$ cat config.mk
export PLATFORM = sky130hd
export DESIGN_NAME = wsb_front
export DESIGN_NICKNAME = d
export VERILOG_FILES = /design/src/hw/rtl/wsb_pkg.sv /design/src/hw/rtl/wsb_front.sv
export SDC_FILE = /design/constraint.sdc
export NUM_CORES = 1
export LEC_CHECK = 0
export BUFFER_PORTS_ARGS = -buffer_cell sky130_fd_sc_hd__buf_2
export CAP_MARGIN = 30
export CORE_UTILIZATION = 57
export DETAILED_ROUTE_END_ITERATION = 10
export HOLD_SLACK_MARGIN = 0.05
export PLACE_DENSITY = 0.86
export RECOVER_POWER = 50
export SETUP_SLACK_MARGIN = 0.15
export SLEW_MARGIN = 20
export SYNTH_ARGS = -nofsm -noshare
export SYNTH_HDL_FRONTEND = slang
export SYNTH_SLANG_ARGS = --single-unit
$ cat constraint.sdc
create_clock -name clk -period 3 [get_ports clk]
set_input_delay 0.15 -clock clk [delete_from_list [all_inputs] [get_ports clk]]
set_output_delay 0.15 -clock clk [all_outputs]
set_load 0.005 [all_outputs]
$ cat src/hw/rtl/wsb_pkg.sv
// Shared constants, types and functions of the shadow buffer delta unit.
`timescale 1ns / 1ps
`default_nettype none
package wsb_pkg;

	localparam int WINDOW_W = 64;
	localparam int WINDOW_H = 32;
	localparam int DEPTH    = WINDOW_W * WINDOW_H;
	localparam int AW       = $clog2(DEPTH);
	localparam int COL_W    = $clog2(WINDOW_W);
	localparam int ROW_W    = $clog2(WINDOW_H);

	localparam logic signed [16:0] HALF_W  = 17'(WINDOW_W / 2);
	localparam logic signed [16:0] HALF_H  = 17'(WINDOW_H / 2);
	localparam logic signed [16:0] WIN_W_S = 17'(WINDOW_W);
	localparam logic signed [16:0] WIN_H_S = 17'(WINDOW_H);

	localparam logic signed [16:0] CAM_COL_RST = 17'sd5;
	localparam logic signed [16:0] CAM_ROW_RST = 17'sd10;
	localparam logic [7:0]         SPACE_CHAR  = 8'd32;

	localparam logic [14:0] WORLD_W_RST = 15'd128;
	localparam logic [14:0] WORLD_H_RST = 15'd64;

	localparam logic CMD_DRAW  = 1'b0;
	localparam logic CMD_FOCUS = 1'b1;

	typedef enum logic [1:0] {
		REG_WORLD_W = 2'd0,
		REG_WORLD_H = 2'd1,
		REG_OFF_X   = 2'd2,
		REG_OFF_Y   = 2'd3
	} wsb_reg_t;

	// Draw request toward the cell store, valid only for in-window draws.
	typedef struct packed {
		logic             vld;
		logic [AW-1:0]    addr;
		logic [COL_W-1:0] col;
		logic [ROW_W-1:0] row;
		logic [7:0]       ch;
	} wsb_draw_t;

	typedef struct packed {
		logic [7:0] cell_char;
		logic [8:0] screen_col;
		logic [8:0] screen_row;
	} wsb_rec_t;

	typedef struct packed {
		logic busy;
		logic s1_vld;
	} wsb_stat_t;

	// Center on a point, clamp low to zero, then high to world minus window.
	function automatic logic signed [16:0] clamp_cam(
		input logic signed [15:0] centre,
		input logic signed [16:0] half,
		input logic signed [16:0] win,
		input logic [14:0]        world
	);
		logic signed [16:0] c;
		logic signed [16:0] hi;
		c  = 17'(centre) - half;
		hi = $signed({2'b00, world}) - win;
		if (c < 0) c = '0;
		if (c > hi) c = hi;
		return c;
	endfunction

endpackage
`default_nettype wire

$ cat src/hw/rtl/wsb_front.sv
// Camera registers and world-to-window address mapping.
`timescale 1ns / 1ps
`default_nettype none
module wsb_front
	import wsb_pkg::*;
(
	input  logic               clk,
	input  logic               arst_n,
	input  logic               accept,
	input  logic               cmd,
	input  logic signed [15:0] x_coord,
	input  logic signed [15:0] y_coord,
	input  logic [7:0]         char_code,
	input  logic [14:0]        world_w,
	input  logic [14:0]        world_h,
	output wsb_draw_t          req
);

	logic signed [16:0] cam_col_q, cam_row_q;
	logic signed [17:0] wc, wr;
	logic               in_win;

	always_ff @(posedge clk or negedge arst_n) begin
		if (!arst_n) begin
			cam_col_q <= CAM_COL_RST;
			cam_row_q <= CAM_ROW_RST;
		end else if (accept && cmd == CMD_FOCUS) begin
			cam_col_q <= clamp_cam(x_coord, HALF_W, WIN_W_S, world_w);
			cam_row_q <= clamp_cam(y_coord, HALF_H, WIN_H_S, world_h);
		end
	end

	assign wc = 18'(x_coord) - 18'(cam_col_q);
	assign wr = 18'(y_coord) - 18'(cam_row_q);

	assign in_win = !wc[17] && (wc[16:0] < 17'(WINDOW_W)) &&
	                !wr[17] && (wr[16:0] < 17'(WINDOW_H));

	always_comb begin
		req.vld  = accept && (cmd == CMD_DRAW) && in_win;
		req.col  = wc[COL_W-1:0];
		req.row  = wr[ROW_W-1:0];
		req.addr = AW'(req.row) * AW'(WINDOW_W) + AW'(req.col);
		req.ch   = char_code;
	end

endmodule
`default_nettype wire

==> results of run 1 <==
==> synthesized netlist by cell type (5+ instances only) <==
cell type   n
mux2i_1    11
clkbuf_1   16
or3_1       6
o21ai_0    61
o2111ai_1   5
and2_1      9
nor2_1     52
ha_1       74
nand3_1    11
o21a_1     10
nand2_1    67
nor2b_1    12
nor4_1     10
xnor2_1    25
nand2b_1   13
inv_1      78
nor3_1     21
nand4_1     8
xor2_1     12
a211oi_1    6
a21oi_1    54
dfrtp_1    30
buf_4      21
a21o_1     13
==> metal layers <==
layer	GRT overflow	track usage, %
met1	0	77.6
met2	28	95.0
met3	1	67.4
met4	20	81.7
met5	0	22.6
==> stage by stage <==
stage                     worst slack (ps)  area, sq um  hold WS (ps)  util, %
after floorplan                       -537         5400          -146        -
after global placement                -714         6870           247     78.1
after detailed placement              -886         6870           248     78.1
after CTS                             -464         7730           175     87.8
==> cells by family after synthesis <==
logic type | count (synthesis) | share of synthesized area, %
simple gates | 232 | 22.3
compound gates | 193 | 23.5
buf+inv | 121 | 10.7
fa+ha+maj | 76 | 18.4
xor+xnor | 37 | 6.19
flops | 34 | 16.3
mux | 13 | 2.53
==> repair_timing <==
item | 4_1_cts
setup endpoints to repair | 34
endpoints found under the hold margin | 30
cloned | 6
buffers inserted | 18
pin swaps | 36
resized for setup | 123
hold buffers | 1
==> results.sh, run 1 <==
export IMPL_ios=105
export IMPL_ys_seq_area_share_pct=16.3
export IMPL_rows=34
export IMPL_cts_sinks=34
export IMPL_firstError="[ERROR GRT-0232] Routing congestion too high. Check the congestion heatmap in the GUI."
export IMPL_yosysWarnings=0
export IMPL_synth_edf_count=0
export IMPL_gp_congestion=1.05
export IMPL_dieWidth_microns=97.9
export IMPL_status="stopped before the end"
export IMPL_synthFlopType="dfrtp_1"
export IMPL_ys_ff_latch=34
export IMPL_grt_overflow_total=49
export IMPL_postGrtWorstEndpoint="cam_col_q[2]$_DFFE_PN1P_/D"
export IMPL_hpwl_microns=13900
export IMPL_worst_path_end_type="register data pin"
export IMPL_place_port_buffers=88
export IMPL_start_util_pct=59.5
export IMPL_synth_largest_area_cell="ha_1"
export IMPL_synth_avg_cell_area_sq_um=7.42
export IMPL_dp_cells=1017
export IMPL_grtUsageTotal_pct=79.2
export IMPL_synth_top_area_share_pct=17.7
export IMPL_netlist_top_cells_area="ha_1, dfrtp_1, o21ai_0, inv_1, a21oi_1"
export IMPL_cts_buffers=5
export IMPL_htree_levels=2
export IMPL_grt_max_degree=47
export IMPL_syn_area_sq_um=5240
export IMPL_root_buffer="clkbuf_8"
export IMPL_stop_stage="global routing"
export IMPL_async_flop_share_pct=100
export IMPL_cts_buffer_depth=2
export IMPL_syn_inst=706
export IMPL_synth_fp_nets=856
export IMPL_synth_cell_types=68
export IMPL_chipHeight_microns=97.9
==> inputs of run 2 (changes only) <==
--- a/config.mk
+++ b/config.mk
@@ -7,12 +7,10 @@
 export LEC_CHECK = 0
 export BUFFER_PORTS_ARGS = -buffer_cell sky130_fd_sc_hd__buf_2
 export CAP_MARGIN = 30
-export CORE_UTILIZATION = 57
+export CORE_UTILIZATION = 40
 export DETAILED_ROUTE_END_ITERATION = 10
-export HOLD_SLACK_MARGIN = 0.05
-export PLACE_DENSITY = 0.86
+export PLACE_DENSITY_LB_ADDON = 0.15
 export RECOVER_POWER = 50
-export SETUP_SLACK_MARGIN = 0.15
 export SLEW_MARGIN = 20
 export SYNTH_ARGS = -nofsm -noshare
 export SYNTH_HDL_FRONTEND = slang
==> results.sh, run 2 <==
export IMPL_status="finished, violations left"
export IMPL_violations="capacitance limit, slew limit, setup timing"
export IMPL_critPathLaunchType="input pin"
export IMPL_syn_area_sq_um=5240
export IMPL_worstPathRequired_ps=3200
export IMPL_ant_nets=0
export IMPL_slew_headroom_pct=-38.7
export IMPL_synth_most_common_cell="inv_1"
export IMPL_critical_path_class="input pin to register"
export IMPL_synth_top_area_share_pct=17.7
export IMPL_synth_cell_types=68
export IMPL_vias_per_cell=5.31
export IMPL_cts_clk_slew_worst_paths_ps=60
export IMPL_power_density_nw_per_um2=381
export IMPL_gp_congestion=0.908
export IMPL_coreArea_sq_um=12700
export IMPL_synth_avg_cell_area_sq_um=7.42
export IMPL_rsz0062_at_grt="true"
export IMPL_synth_xor_xnor_area_share_pct=6.19
export IMPL_slowest_delay_ps=300
export IMPL_ys_top_cells_by_count="inv_1, ha_1, nand2_1"
export IMPL_synth_fp_nets=856
export IMPL_cp_data_arrival_time_ps=3660
export IMPL_root_buffer="clkbuf_16"
export IMPL_p_leak_uw=0.00391
export IMPL_wl_per_cell_microns=15.4
export IMPL_ys_seq_area_share_pct=16.3
export IMPL_top_regs="cam_col_q (17), cam_row_q (17)"
export IMPL_cpMaxStageDelayCell="a221o_1"
export IMPL_num_vias=6037
export IMPL_stdcell_count=1137
export IMPL_hold_slack_ps=168
export IMPL_cts_buffer_depth=2
export IMPL_grtUsageTotal_pct=25.9
export IMPL_vdd_drop_max_uv=260
export IMPL_synthMuxAreaShare_pct=2.53
export IMPL_setup_viol=33
export IMPL_synth_top_family_by_area="compound AO/OA/AOI/OAI gates"
export IMPL_period_needed_ps=3470
export IMPL_synth_largest_area_cell="ha_1"
export IMPL_drv_slew=35
export IMPL_cts_sinks=34
export IMPL_grt_pass1_vias=5931
export IMPL_crit_path_cell_trace="buf_6 > nor2_4 > nand3_4 > nor4_4 > a21oi_2 > and2_4 > ha_4 > nor2b_4 > o21a_1 > o21ai_1 > nand2b_1 > a21oi_2 > o21ai_1 > a221o_1 > a21o_1 > a21oi_2 > ha_1 > a31oi_4 > buf_12 > buf_16 > buf_8 > buf_12 > o21ai_4 > o21ai_1"
export IMPL_ys_ff_latch=34
export IMPL_start_util_pct=41.3
export IMPL_grt_overflow_total=0
export IMPL_synthFlopType="dfrtp_1"
export IMPL_areaGrowthSynthToFinish_pct=57.1
export IMPL_dieArea_sq_um=13600
export IMPL_finalPower_uw=3140
export IMPL_finalCritPeriodShare_pct=116
export IMPL_fmax_mhz=288
export IMPL_grt_max_degree=47
export IMPL_yosysWarnings=0
export IMPL_dp_cells=1099
export IMPL_netlist_top_cells_area="ha_1, dfrtp_1, o21ai_0, inv_1, a21oi_1"
export IMPL_insertion_delay_ps=280
export IMPL_place_port_buffers=88
export IMPL_worstMarginPinSlew_ps=2080
export IMPL_layout_nets=1114
export IMPL_layout_commonest_cell="buf_4"
export IMPL_cp_end_kind="register"
export IMPL_setup_ws_ps=-467
export IMPL_grt_pass1_wl_microns=27900
export IMPL_drv_cap=1
export IMPL_hpwl_microns=13200
export IMPL_synthAdderAreaFrac_pct=18.4
export IMPL_hold_class="input pin to register"
export IMPL_htree_levels=2
export IMPL_synth_simple_gate_area_share_pct=22.3
export IMPL_async_flop_share_pct=100
export IMPL_ios=105
export IMPL_firstDrtPassIters=5
export IMPL_cts_buffers=5
export IMPL_final_cell_mix="buf_4, buf_2, inv_1, ha_1, nand2_1"
export IMPL_antenna_found_initial=0
export IMPL_seq_area_sq_um=856
export IMPL_skew_ps=0
export IMPL_dieWidth_microns=116
export IMPL_synth_edf_count=0
export IMPL_cts_tree="built"
export IMPL_fin_util_pct=65.0
export IMPL_syn_inst=706
export IMPL_wl_microns=17600
export IMPL_chipHeight_microns=116
export IMPL_synth_compound_area_share_pct=23.5
export IMPL_antenna_cells=0
export IMPL_design_area_sq_um=8230
export IMPL_rows=41
export IMPL_place_area_sq_um=7090
export IMPL_drive_above_1_share_pct=43.3
export IMPL_drtIter0Drc=307
export IMPL_drc=0
export IMPL_hold_viol=0
export IMPL_multiInputGateArea_sq_um=4450
export IMPL_n_fill_cell=1045
export IMPL_crit_fanout=4
==> run 2: final cells by class <==
| class | instances | share of cell area (%) |
|---|---|---|
| well taps | 172 | 2.61 |
| repair buffers | 294 | 27.1 |
| inverters | 78 | 3.83 |
| clock buffers | 8 | 2.02 |
| flip-flops and latches | 34 | 10.4 |
| multi-input cells | 551 | 54.1 |
==> run 2: power by group <==
| part | total [uW] | internal, uW | switching, uW |
|---|---|---|---|
| Combinational | 1990 | 993 | 1000 |
| Clock | 583 | 376 | 207 |
| Sequential | 563 | 530 | 32.5 |
==> run 2: worst max-delay path: cells and delay by family <==
family / cells / cell delay (ps)
buffers and inverters: 5 / 590
AO/OA/AOI/OAI: 11 / 1590
adder cells (fa/ha/maj): 2 / 470
AND/OR/NAND/NOR: 6 / 860
==> run 2: stage by stage <==
step | setup WS, ps | setup TNS (ps)
2_1_floorplan | -537 | -11490
3_3_place_gp | -820 | -24430
3_5_place_dp | -893 | -26980
4_1_cts | -442 | -9120
5_1_grt | -629 | -16250
6_report | -467 | -10160
==> run 2: timing repair <==
action | 4_1_cts | 5_1_grt
cloned | 4 | 0
gates resized for setup | 117 | 52
setup endpoints to repair | 33 | 33
buffers inserted | 18 | 12
pin swaps | 43 | 16
hold buffers | 0 | 0
==> run 2: cell families after synthesis <==
family / Yosys count
buffers and inverters: 121
flip-flops: 34
XOR/XNOR: 37
multiplexers: 13
adder cells (fa/ha/maj): 76
AO/OA/AOI/OAI: 193
AND/OR/NAND/NOR: 232
==> run 2: path summary, 6_finish.rpt <==
kind	start	to	slack, ps	cells after the start
max in group asynchronous	arst_n	cam_row_q[5]	1340	1
min reg2reg	cam_col_q[0]	cam_col_q[0]	460	2
max	x_coord[7]	cam_col_q[14]	-470	24
min	world_w[0]	cam_col_q[0]	170	3
min in group asynchronous	arst_n	cam_col_q[15]	470	1
max reg2reg	cam_row_q[1]	cam_row_q[1]	2200	2
==> run 2: routing by layer <==
metal	wire length (microns)	vias to the layer above	global-route usage (%)	part of all wire (%)
li1	-	2992	-	-
met1	8220	2851	36.4	47
met2	8260	165	42.8	47
met3	868	29	3.22	4.9
met4	202	0	4.36	1.2
met5	0	-	0	0
Note: power is estimated with default switching activity, not from simulation.
