$ cat config.mk
export PLATFORM = sky130hd
export DESIGN_NAME = wsb_out_fifo
export DESIGN_NICKNAME = d
export VERILOG_FILES = /design/src/hw/rtl/wsb_pkg.sv /design/src/hw/rtl/wsb_out_fifo.sv
export SDC_FILE = /design/constraint.sdc
export NUM_CORES = 1
export LEC_CHECK = 0
export BUFFER_PORTS_ARGS = -buffer_cell sky130_fd_sc_hd__buf_2
export CAP_MARGIN = 20
export CORE_MARGIN = 2
export CORE_UTILIZATION = 45
export CTS_CLUSTER_DIAMETER = 60
export DETAILED_ROUTE_END_ITERATION = 10
export GPL_TIMING_DRIVEN = 0
export PLACE_DENSITY_LB_ADDON = 0.12
export SYNTH_ARGS = -nofsm -noshare
export SYNTH_HDL_FRONTEND = slang
export SYNTH_SLANG_ARGS = --single-unit
$ cat constraint.sdc
create_clock -name clk -period 2.1 [get_ports clk]
set_clock_uncertainty 0.15 [all_clocks]
set_input_delay 0.105 -clock clk [delete_from_list [all_inputs] [get_ports clk]]
set_output_delay 0.105 -clock clk [all_outputs]
set_load 0.02 [all_outputs]
$ cat src/hw/rtl/wsb_pkg.sv
// Shared constants, types and functions of the shadow buffer delta unit.
`timescale 1ns / 1ps
`default_nettype none
package wsb_pkg;

	localparam int WINDOW_W = 64;
	localparam int WINDOW_H = 32;
	localparam int DEPTH    = WINDOW_W * WINDOW_H;
	localparam int AW       = $clog2(DEPTH);
	localparam int COL_W    = $clog2(WINDOW_W);
	localparam int ROW_W    = $clog2(WINDOW_H);

	localparam logic signed [16:0] HALF_W  = 17'(WINDOW_W / 2);
	localparam logic signed [16:0] HALF_H  = 17'(WINDOW_H / 2);
	localparam logic signed [16:0] WIN_W_S = 17'(WINDOW_W);
	localparam logic signed [16:0] WIN_H_S = 17'(WINDOW_H);

	localparam logic signed [16:0] CAM_COL_RST = 17'sd5;
	localparam logic signed [16:0] CAM_ROW_RST = 17'sd10;
	localparam logic [7:0]         SPACE_CHAR  = 8'd32;

	localparam logic [14:0] WORLD_W_RST = 15'd128;
	localparam logic [14:0] WORLD_H_RST = 15'd64;

	localparam logic CMD_DRAW  = 1'b0;
	localparam logic CMD_FOCUS = 1'b1;

	typedef enum logic [1:0] {
		REG_WORLD_W = 2'd0,
		REG_WORLD_H = 2'd1,
		REG_OFF_X   = 2'd2,
		REG_OFF_Y   = 2'd3
	} wsb_reg_t;

	// Draw request toward the cell store, valid only for in-window draws.
	typedef struct packed {
		logic             vld;
		logic [AW-1:0]    addr;
		logic [COL_W-1:0] col;
		logic [ROW_W-1:0] row;
		logic [7:0]       ch;
	} wsb_draw_t;

	typedef struct packed {
		logic [7:0] cell_char;
		logic [8:0] screen_col;
		logic [8:0] screen_row;
	} wsb_rec_t;

	typedef struct packed {
		logic busy;
		logic s1_vld;
	} wsb_stat_t;

	// Center on a point, clamp low to zero, then high to world minus window.
	function automatic logic signed [16:0] clamp_cam(
		input logic signed [15:0] centre,
		input logic signed [16:0] half,
		input logic signed [16:0] win,
		input logic [14:0]        world
	);
		logic signed [16:0] c;
		logic signed [16:0] hi;
		c  = 17'(centre) - half;
		hi = $signed({2'b00, world}) - win;
		if (c < 0) c = '0;
		if (c > hi) c = hi;
		return c;
	endfunction

endpackage
`default_nettype wire

$ cat src/hw/rtl/wsb_out_fifo.sv
// Small register queue of change records in front of the output port.
`timescale 1ns / 1ps
`default_nettype none
module wsb_out_fifo
	import wsb_pkg::*;
(
	input  logic       clk,
	input  logic       arst_n,
	input  logic       push,
	input  wsb_rec_t   push_rec,
	input  logic       pop,
	output logic       not_empty,
	output wsb_rec_t   head,
	output logic [2:0] count
);

	wsb_rec_t   slot_q [4];
	logic [1:0] wr_ptr_q, rd_ptr_q;
	logic [2:0] count_q;

	always_ff @(posedge clk) begin
		if (push) slot_q[wr_ptr_q] <= push_rec;
	end

	always_ff @(posedge clk or negedge arst_n) begin
		if (!arst_n) begin
			wr_ptr_q <= '0;
			rd_ptr_q <= '0;
			count_q  <= '0;
		end else begin
			if (push) wr_ptr_q <= wr_ptr_q + 2'd1;
			if (pop) rd_ptr_q <= rd_ptr_q + 2'd1;
			count_q <= count_q + 3'(push) - 3'(pop);
		end
	end

	assign not_empty = (count_q != 3'd0);
	assign head      = slot_q[rd_ptr_q];
	assign count     = count_q;

endmodule
`default_nettype wire

==> impl_results.md, run 1 <==
- Root Driver: clkbuf_8
- I/O pins: 60
- First-pass GRT wire length: 10500 um
- Min-delay worst type: in2reg
- Vias: 1909
- Worst Tran Pin Value: 0.859 ns
- Diodes inserted: 0
- Synth top area share: 0.746
- Area growth syn-to-layout: 23.6%
- Sink Count: 111
- DRC viols: 0
- Sequential-to-total area share from yosys stat: 0.788
- CP arrival: 1.76 ns
- Die area: 10100 um2
- Starting Density: 0.457
- Minimum clock period: 2.02 ns
- Synth top area cells: edfxtp_1 75%, mux4_2 9.7%, mux4_1 5.0%
- Drt first-iter violations: 74
- Total Routed Length: 6620 um
- Dpl cell area: 4650 um2
- Syn. warnings: 0
- Share of cells above drive strength 1: 0.372
- Routed len/inst: 17.2 um
- Register Area: 3300 um2
- TritonCTS buffer count: 9
- Largest net degree at the start of global routing: 27
- Synth Instances: 169
- Bufs on Longest Clock Path: 2
- Total global routing overflow: 0
- Vias in the first global route: 2009
- First-pass DRT Iterations: 6
- IO Port Bufs: 59
- Die Wd: 100 um
- Final hold violation count: 0
- VDD IR max: 0.728 mV
- Final nets: 307
- Slew Viols, Final: 0
- Core Region: 9150 um2
- Sum Neg Setup Slack: 0 ns
- Commonest non-fill, non-tap cell in the layout: edfxtp_1
- Worst-skew pair later-pin latency: 0.35 ns
- Synthesized net count: 206
- CP Launch Type: register
- Non-Filler Cell Area, Final: 5170 um2
- Tcrit/Tclk final: 0.960
- Die Ht: 100 um
- Row Count: 35
- CTS tree: done
- CP Data Required Time: 1.85 ns
- PnR Total Power: 6.78 mW
- RSZ-0062 raised after global routing: false
- Multi-input gate area: 802 um2
- # setup viols final: 0
- Commonest non-fill, non-tap cells in the layout: 104 x edfxtp_1, 60 x buf_2, 30 x dlygate4sd3_1
- Layout fillers: 697
- Post-CTS setup buffers: 0
- Post-Syn Area per Cell: 24.8 um2
- MaxCap Viol Count: 0
- Leakage: 1.87 nW
- Routability congestion estimate from global placement: 0.652
- Fmax: 496 MHz
- GR Util All Layers: 0.143
- Hold WS: 0.339 ns
- Dpl cells: 340
- CTS clock-pin slew for the worst setup and hold paths: 0.10 ns
- Synth cell types: 16
- Setup crit end kind: output port
- Max_slew headroom: 0.427
- Seq cells post-synth: 111
- Finished Layout Cells: 385
- Routed Antenna Nets: 0
- Post-DP HPWL: 3990 um
- CP Max Fanout: 10
- Status: complete, no violations
- Vias per std cell: 4.96
- Htree depth: 3
- Initial antenna violation count: 0
- Worst R2R Setup Slack: 0.17 ns
- PwrDens: 1310 nW/um2
- Cell area after synthesis: 4190 um2
- Critical path type: reg2out
- Area leader, netlist: edfxtp_1
## what timing repair did
| action | CTS | global route |
|---|---|---|
| gates resized for setup | 0 | 2 |
| setup endpoints to repair | 0 | 9 |
| hold endpoints to repair | 116 | 0 |
| hold buffers | 30 | 0 |
## critical path, stage by stage (launching register included)
cell     delay, ns
dfrtp_1       0.36
buf_6         0.18
buf_12        0.17
mux4_2        0.52
buf_2         0.18
## cells in the mapped netlist
cell and count:
inv_1 6, and2_1 4, xnor2_1 3, edfxtp_1 104, buf_6 1, mux4_1 8
xor2_1 2, mux4_2 18, dfrtp_1 7, buf_12 2, o21ai_0 1, nand2_1 2
or3_1 1, fa_1 1, ha_1 6, buf_2 3
## layer usage
| metal | GRT usage | wire length (um) | part of all wire | vias up |
|---|---|---|---|---|
| li1 | - | - | - | 899 |
| met1 | 0.191 | 3050 | 0.46 | 965 |
| met2 | 0.231 | 3270 | 0.49 | 41 |
| met3 | 0.0383 | 251 | 0.038 | 4 |
| met4 | 0.0474 | 52 | 0.0079 | 0 |
| met5 | 0 | 0 | 0 | - |
## registers in the layout (all words and copies together) (netlist names)
signal,count
count,3
rd_ptr_q,2
slot_q,104
wr_ptr_q,2
## through the flow
| step | setup slack [ns] | utilization |
|---|---|---|
| after CTS | 0.0159 | 0.565 |
| after global placement | -0.258 | 0.505 |
| after detailed placement | 0.163 | 0.508 |
| after floorplan | 0.222 | - |
| after global routing | 0.0112 | 0.565 |
| final | 0.0838 | 0.565 |
## worst paths after layout
kind / endpoint / cells after the start / startpoint
max: head[18] / 4 / rd_ptr_q[0]
min: slot_q[1][13] / 2 / push_rec[13]
max reg2reg: slot_q[3][12] / 3 / wr_ptr_q[0]
min reg2reg: wr_ptr_q[0] / 1 / wr_ptr_q[0]
max in group asynchronous: count[2] / 3 / arst_n
min in group asynchronous: wr_ptr_q[1] / 3 / arst_n
## cells by family after synthesis
group,synth area share
flops,0.788
mux,0.147
buf+inv,0.0212
fa+ha+maj,0.0227
simple gates,0.00927
xor+xnor,0.0105
compound gates,0.00119
## area by class of cell
cell class	instances	share of cell area
multi-input cells	46	0.155
flip-flops and latches	111	0.637
well taps	111	0.0268
repair buffers	90	0.120
inverters	6	0.00435
plain buffers	6	0.0138
clock inverters	6	0.0181
clock buffers	9	0.0239
## power breakdown
part           internal [mW]  total (mW)  switching, mW
combinational           1.05        2.38           1.33
sequential              2.91        3.02          0.111
clock                  0.676        1.37          0.692
(Power assumes the default switching activity.)
==> run 2: changes to the inputs <==
--- a/config.mk
+++ b/config.mk
@@ -11,3 +11,3 @@
 export CORE_UTILIZATION = 45
-export CTS_CLUSTER_DIAMETER = 60
+export CTS_CLUSTER_DIAMETER = 150
 export DETAILED_ROUTE_END_ITERATION = 10
==> constraint.sdc (replaced) <==
create_clock -name clk -period 2.1 [get_ports clk]
set_clock_uncertainty 0.15 [all_clocks]
set_input_delay 0.42 -clock clk [delete_from_list [all_inputs] [get_ports clk]]
set_output_delay 0.42 -clock clk [all_outputs]
set_load 0.02 [all_outputs]
==> impl_results.md, run 2 (synthesis gave the netlist of run 1 again) <==
- Clock power frac: 0.189 (-0.013)
- MaxCap Viol Count: 0 (unchanged)
- Critical path startpoint: rd_ptr_q[0]
- TritonCTS buffer count: 9 (unchanged)
- Htree depth: 3 (unchanged)
- GR Util All Layers: 0.143 (about the same)
- Vias per std cell: 5.05 (+1.8%)
- CP arrival: 1.72 ns (-0.04 ns)
- IO Port Bufs: 59 (unchanged)
- Routed Antenna Nets: 0 (unchanged)
- Net Sw Frac: 0.309 (-0.00645)
- CP Data Required Time: 1.53 ns (-0.32 ns)
- CTS clock-pin slew for the worst setup and hold paths: 0.10 ns (about the same)
- RSZ-0062 raised after global routing: true
- Worst Tran Pin Value: 0.862 ns (+0.00289 ns)
- Total Routed Length: 6750 um (+2.0%)
- PwrDens: 1430 nW/um2 (+9.5%)
- CP max stage delay: 0.51 ns (about the same)
- Tcrit/Tclk final: 1.09 (+0.130)
- Commonest non-fill, non-tap cell in the layout: edfxtp_1
- Setup crit end kind: output port
- Top cell by count, worst path: buf_12
- Share of cells above drive strength 1: 0.466 (+0.0941)
- Total global routing overflow: 0 (unchanged)
- Sequential share of power: 0.419 (-0.027)
- Pre-CTS setup slack: 0.0935 ns (-0.0698 ns)
- Die Wd: 100 um (unchanged)
- Min-delay src: push_rec[16]
- Vias: 1838 (-3.7%)
- Final hold violation count: 0 (unchanged)
- Core Region: 9150 um2 (unchanged)
- Drt first-iter violations: 64 (-14%)
- I/O pins: 60 (unchanged)
- Row Count: 35 (unchanged)
- Sw power: 2.24 mW (+4.8%)
- Setup ws final: -0.189 ns (-0.273 ns)
- Worst R2R Setup Slack: 0.17 ns (about the same)
- Diodes inserted: 0 (unchanged)
- Biggest register: slot_q
- VDD IR max: 0.757 mV (+4.0%)
- CP cell instances: buf_12 > buf_12 > mux4_2 > buf_2
- Routed len/inst: 18.5 um (+7.9%)
- Min-delay worst type: in2reg
- Routability congestion estimate from global placement: 0.652 (unchanged)
- Worst path slowest cell: mux4_2
- Root Driver: clkbuf_8
- Status: finished, violations left
- Sink Count: 111 (unchanged)
- Combinational power share: 0.393 (+0.041)
- CP Launch Type: register
- DRC viols: 0 (unchanged)
- Leakage: 1.80 nW (-3.5%)
- Area growth syn-to-layout: 20.7%
- Internal power: 5.01 mW (+8.0%)
- Max_slew headroom: 0.425 (-0.00193)
- # setup viols final: 26 (+26)
- First-pass DRT Iterations: 4 (-2)
- Slew Viols, Final: 0 (unchanged)
- Reg-to-reg startpoint: wr_ptr_q[0]
- Critical path type: reg2out
- Bufs on Longest Clock Path: 2 (unchanged)
- PnR Total Power: 7.25 mW (+7.0%)
- Die area: 10100 um2 (unchanged)
- Die Ht: 100 um (unchanged)
- Starting Density: 0.457 (unchanged)
- Post-DP HPWL: 3990 um (unchanged)
- CP Max Fanout: 9 (-1)
- Largest net degree at the start of global routing: 27 (unchanged)
- Final nets: 286 (-6.8%)
- Initial antenna violation count: 0 (unchanged)
- Minimum clock period: 2.29 ns (+0.273 ns)
- First-pass GRT wire length: 10500 um (-0.26%)
- Commonest non-fill, non-tap cells in the layout: 104 x edfxtp_1, 48 x buf_2, 26 x mux4_2
- Max reg flops: 104 (unchanged)
- Worst-skew pair later-pin latency: 0.35 ns (about the same)
- Hold WS: 0.117 ns (-0.222 ns)
- CTS tree: done
- Failing checks: negative setup slack
- Fmax: 437 MHz (-12%)
- Vias in the first global route: 1957 (-2.6%)
-- run 2: layout make-up --
cell class	count	area, um2
Fill cell	702	4100
Sequential cell	111	3300
Multi-Input combinational cell	46	772
Timing Repair Buffer	69	515
Tap cell	111	139
Clock buffer	9	124
Clock inverter	6	93.8
Buffer	6	87.6
Inverter	6	22.5
-- run 2: timing repair --
action / in CTS / in global routing
pin swaps: 0 / 0
hold buffers: 1 / 0
endpoints found under the setup margin: 26 / 26
cloned: 0 / 2
gates resized for setup: 33 / 5
endpoints found under the hold margin: 7 / 0
buffers inserted: 6 / 0
-- run 2: per-layer routing --
layer	share of wire	track usage	routed length, um
met5	0	0	0
met2	0.50	0.228	3400
met4	0.0077	0.0474	52
met3	0.043	0.0390	291
met1	0.45	0.194	3010
-- run 2: path summary, 6_finish.rpt --
kind,endpoint,depth (start not counted)
max,head[18],4
min,slot_q[3][16],1
max reg2reg,slot_q[3][12],3
min reg2reg,wr_ptr_q[0],1
max in group asynchronous,count[1],2
min in group asynchronous,wr_ptr_q[1],2
-- run 2: critical path: cells and delay by family (launching register included) --
kind,cells,cell delay [ns]
flops,1,0.39
mux,1,0.51
buf+inv,3,0.47
-- run 2: per-stage QoR --
stage | setup TNS (ns) | util | std cells | cell area (um2)
5_1_grt | -5.82 | 0.552 | 364 | 5050
2_1_floorplan | 0 | - | 169 | 4190
3_5_place_dp | 0 | 0.508 | 340 | 4650
4_1_cts | -4.54 | 0.545 | 362 | 4980
3_3_place_gp | -23.82 | 0.505 | 339 | 4620
6_report | -4.24 | 0.552 | 364 | 5050
-- run 2: power groups by stage --
stage          Clock [mW]  Sequential (mW)  Combinational, mW
2_1_floorplan           0             3.08               1.66
3_3_place_gp            0             3.08               2.37
3_5_place_dp            0             3.08               2.41
4_1_cts              1.41             3.04               2.77
5_1_grt              1.49             3.07               3.07
6_report             1.37             3.03               2.85
==> run 3: changes to the inputs <==
ABC_AREA = 1   (was not set)
==> impl_results.md, run 3 <==
- Vias in the first global route: 3029 (+55%)
- Bufs on Longest Clock Path: 2 (unchanged)
- Post-DP HPWL: 6080 um (+52%)
- Area growth syn-to-layout: 18.3%
- PwrDens: 1390 nW/um2 (-3.3%)
- Die Wd: 107 um (+7.0%)
- Worst-skew pair later-pin latency: 0.36 ns (about the same)
- Commonest non-fill, non-tap cell in the layout: nand2_1
- Critical path type: reg2out
- Synth Instances: 452 (+170%)
- CTS clock-pin slew for the worst setup and hold paths: 0.10 ns (about the same)
- Worst R2R Setup Slack: 0.16 ns (about the same)
- Final nets: 564 (+97%)
- IO Port Bufs: 59 (unchanged)
- MaxCap Viol Count: 0 (unchanged)
- Htree depth: 3 (unchanged)
- Dpl cell area: 5390 um2 (+16%)
- Max_slew headroom: 0.480 (+0.0547)
- Final hold violation count: 0 (unchanged)
- Hold Crit Depth: 1 (unchanged)
- CTS tree: done
- Die Ht: 107 um (+7.0%)
- Sink Count: 111 (unchanged)
- Non-Filler Cell Area, Final: 5700 um2 (+13%)
- Commonest non-fill, non-tap cells in the layout: 141 x nand2_1, 115 x inv_1, 104 x edfxtp_1
- Synth cell count leaders: 141 x nand2_1, 115 x inv_1, 104 x edfxtp_1
- Synthesized net count: 489 (+140%)
- Core Region: 10400 um2 (+13%)
- Root Driver: clkbuf_8
- Worst reg2reg path depth: 5 (+2)
- Vias per std cell: 4.60 (-8.9%)
- # setup viols final: 0 (-100%)
- First-pass GRT wire length: 15100 um (+44%)
- Setup ws final: 0.0199 ns (+0.209 ns)
- Min-delay worst type: in2reg
- Routed len/inst: 14.0 um (-25%)
- Reg-to-reg startpoint: wr_ptr_q[1]
- TritonCTS buffer count: 9 (unchanged)
- Slew Viols, Final: 0 (unchanged)
- DRC viols: 0 (unchanged)
- CP Launch Type: register
- Adder-cell share of the synthesized area: 0.0197 (-0.00298)
- Synth top area cells: edfxtp_1 65%, nand2_1 11%, inv_1 9.0%
- Final design utilization: 0.549 (-0.00255)
- Biggest register: slot_q
- Largest family of logic cells by synthesized area: simple AND/OR/NAND/NOR gates
- First-pass DRT Iterations: 4 (unchanged)
- Async SR Flop Fraction: 0.0631 (unchanged)
- Sequential-to-total area share from yosys stat: 0.685 (-0.103)
- Routed Antenna Nets: 0 (unchanged)
- Max reg flops: 104 (unchanged)
- Status: complete, no violations
- Sw power: 3.12 mW (+39%)
- Most common cell in the netlist: nand2_1
- Net Sw Frac: 0.394 (+0.0853)
- Synth Area in XOR/XNOR: 0.00545 (-0.00501)
- Share of cells above drive strength 1: 0.184 (-0.282)
- Sequential share of power: 0.383 (-0.036)
- Total Routed Length: 9360 um (+39%)
- Syn. warnings: 0 (unchanged)
- Post-Syn Area per Cell: 10.7 um2 (-57%)
- GR Util All Layers: 0.176 (+0.0331)
- RR Endpoint: slot_q[1][14]
- Largest net degree at the start of global routing: 19 (-30%)
- Vias: 3079 (+68%)
- Starting Density: 0.465 (+0.00725)
- Simple-Gate Fraction of Synth Area: 0.168 (+0.158)
- Seq cells post-synth: 111 (unchanged)
- Tcrit/Tclk final: 0.991 (-0.0997)
- Combinational power share: 0.468 (+0.075)
- Routability congestion estimate from global placement: 0.706 (+8.1%)
- Synth cell types: 16 (unchanged)
- Post-synthesis mux area share: 0 (-0.147)
- Leakage: 2.71 nW (+50%)
- Sum Neg Setup Slack: 0 ns (+4.24 ns)
- Clock power frac: 0.149 (-0.040)
- Drt first-iter violations: 126 (+97%)
- Row Count: 37 (+5.7%)
- CP Data Required Time: 1.53 ns (about the same)
- Internal power: 4.79 mW (-4.4%)
- Commonest register cell after synthesis: edfxtp_1
- RSZ-0062 raised after global routing: true
- Min-delay src: push_rec[22]
- Layout fillers: 915 (+30%)
- Area leader, netlist: edfxtp_1
- Synth top area share: 0.648 (-0.0979)
- Hold endpoint: slot_q[3][22]
- Minimum clock period: 2.08 ns (-0.209 ns)
- Initial antenna violation count: 0 (unchanged)
- VDD IR max: 0.875 mV (+16%)
- Post-synth EDFFs: 104 (unchanged)
- Hold WS: 0.108 ns (-0.00913 ns)
- Compound-Gate Fraction of Synth Area: 0.00104 (-0.000157)
- Post-CTS setup buffers: 0 (-6)
- Pre-CTS setup slack: 0.0864 ns (-0.00715 ns)
- CP arrival: 1.51 ns (-0.21 ns)
- I/O pins: 60 (unchanged)
- Worst Tran Pin Value: 0.779 ns (-0.0829 ns)
- Setup crit end kind: output port
- Die area: 11500 um2 (+14%)
- Fmax: 481 MHz (+10%)
- Cell area after synthesis: 4820 um2 (+15%)
- Total global routing overflow: 0 (unchanged)
- CP Max Fanout: 10 (+1)
==> run 3: final cells by class <==
class / instances / area (um2) / share of cell area
Multi-Input combinational cell: 207 / 933 / 0.164
Inverter: 117 / 454 / 0.0797
Antenna cell: 1 / 2.50 / 0.000439
Tap cell: 136 / 170 / 0.0299
Timing Repair Buffer: 64 / 458 / 0.0804
Buffer: 17 / 200 / 0.0351
Clock buffer: 10 / 138 / 0.0242
Clock inverter: 6 / 43.8 / 0.00769
Sequential cell: 111 / 3300 / 0.579
==> run 3: how the worst max path moves through the flow <==
stage	cells after the start	startpoint	end
CTS	6	rd_ptr_q[1]	head[22]
global route	7	rd_ptr_q[0]	head[25]
detailed placement	5	push	slot_q[1][14]
global placement	4	push	slot_q[1][13]
floorplan	7	count[0]	count[2]
finish	7	rd_ptr_q[0]	head[25]
==> run 3: cells by family after synthesis <==
| logic type | after synthesis |
|---|---|
| flip-flops | 111 |
| XOR/XNOR | 3 |
| AO/OA/AOI/OAI | 1 |
| AND/OR/NAND/NOR | 196 |
| buffers and inverters | 134 |
| adder cells (fa/ha/maj) | 7 |
==> run 3: repair_timing <==
action	in CTS	in global routing
hold buffers	1	0
resized for setup	22	14
cloned	0	0
endpoints found under the hold margin	7	0
setup endpoints to repair	24	26
pin swaps	0	0
==> run 3: metal layers <==
| layer | part of all wire | GRT usage | vias up |
|---|---|---|---|
| met3 | 0.050 | 0.0345 | 10 |
| li1 | - | - | 1552 |
| met2 | 0.51 | 0.302 | 61 |
| met1 | 0.43 | 0.223 | 1456 |
| met5 | 0 | 0 | - |
| met4 | 0.012 | 0.0632 | 0 |
==> run 3: metrics by stage <==
stage,std cells,total power [mW]
2_1_floorplan,452,5.29
3_3_place_gp,647,6.32
3_5_place_dp,651,6.52
4_1_cts,668,7.87
5_1_grt,668,8.46
6_report,669,7.91
==> run 3: power groups by stage <==
stage          registers, mW  clock network [mW]  logic, mW
5_1_grt                 3.07                1.28       4.11
3_3_place_gp            3.07                   0       3.24
3_5_place_dp            3.08                   0       3.45
4_1_cts                 3.03                1.20       3.64
2_1_floorplan           3.09                   0       2.20
6_report                3.03                1.17       3.70
==> run 3: critical path, cell delays in order, from the launching register on <==
cell     delay (ns)
dfrtp_1        0.39
buf_6          0.15
inv_8          0.10
buf_8          0.14
nand2_1        0.05
nand3_1        0.07
nand2_1        0.07
buf_4          0.16
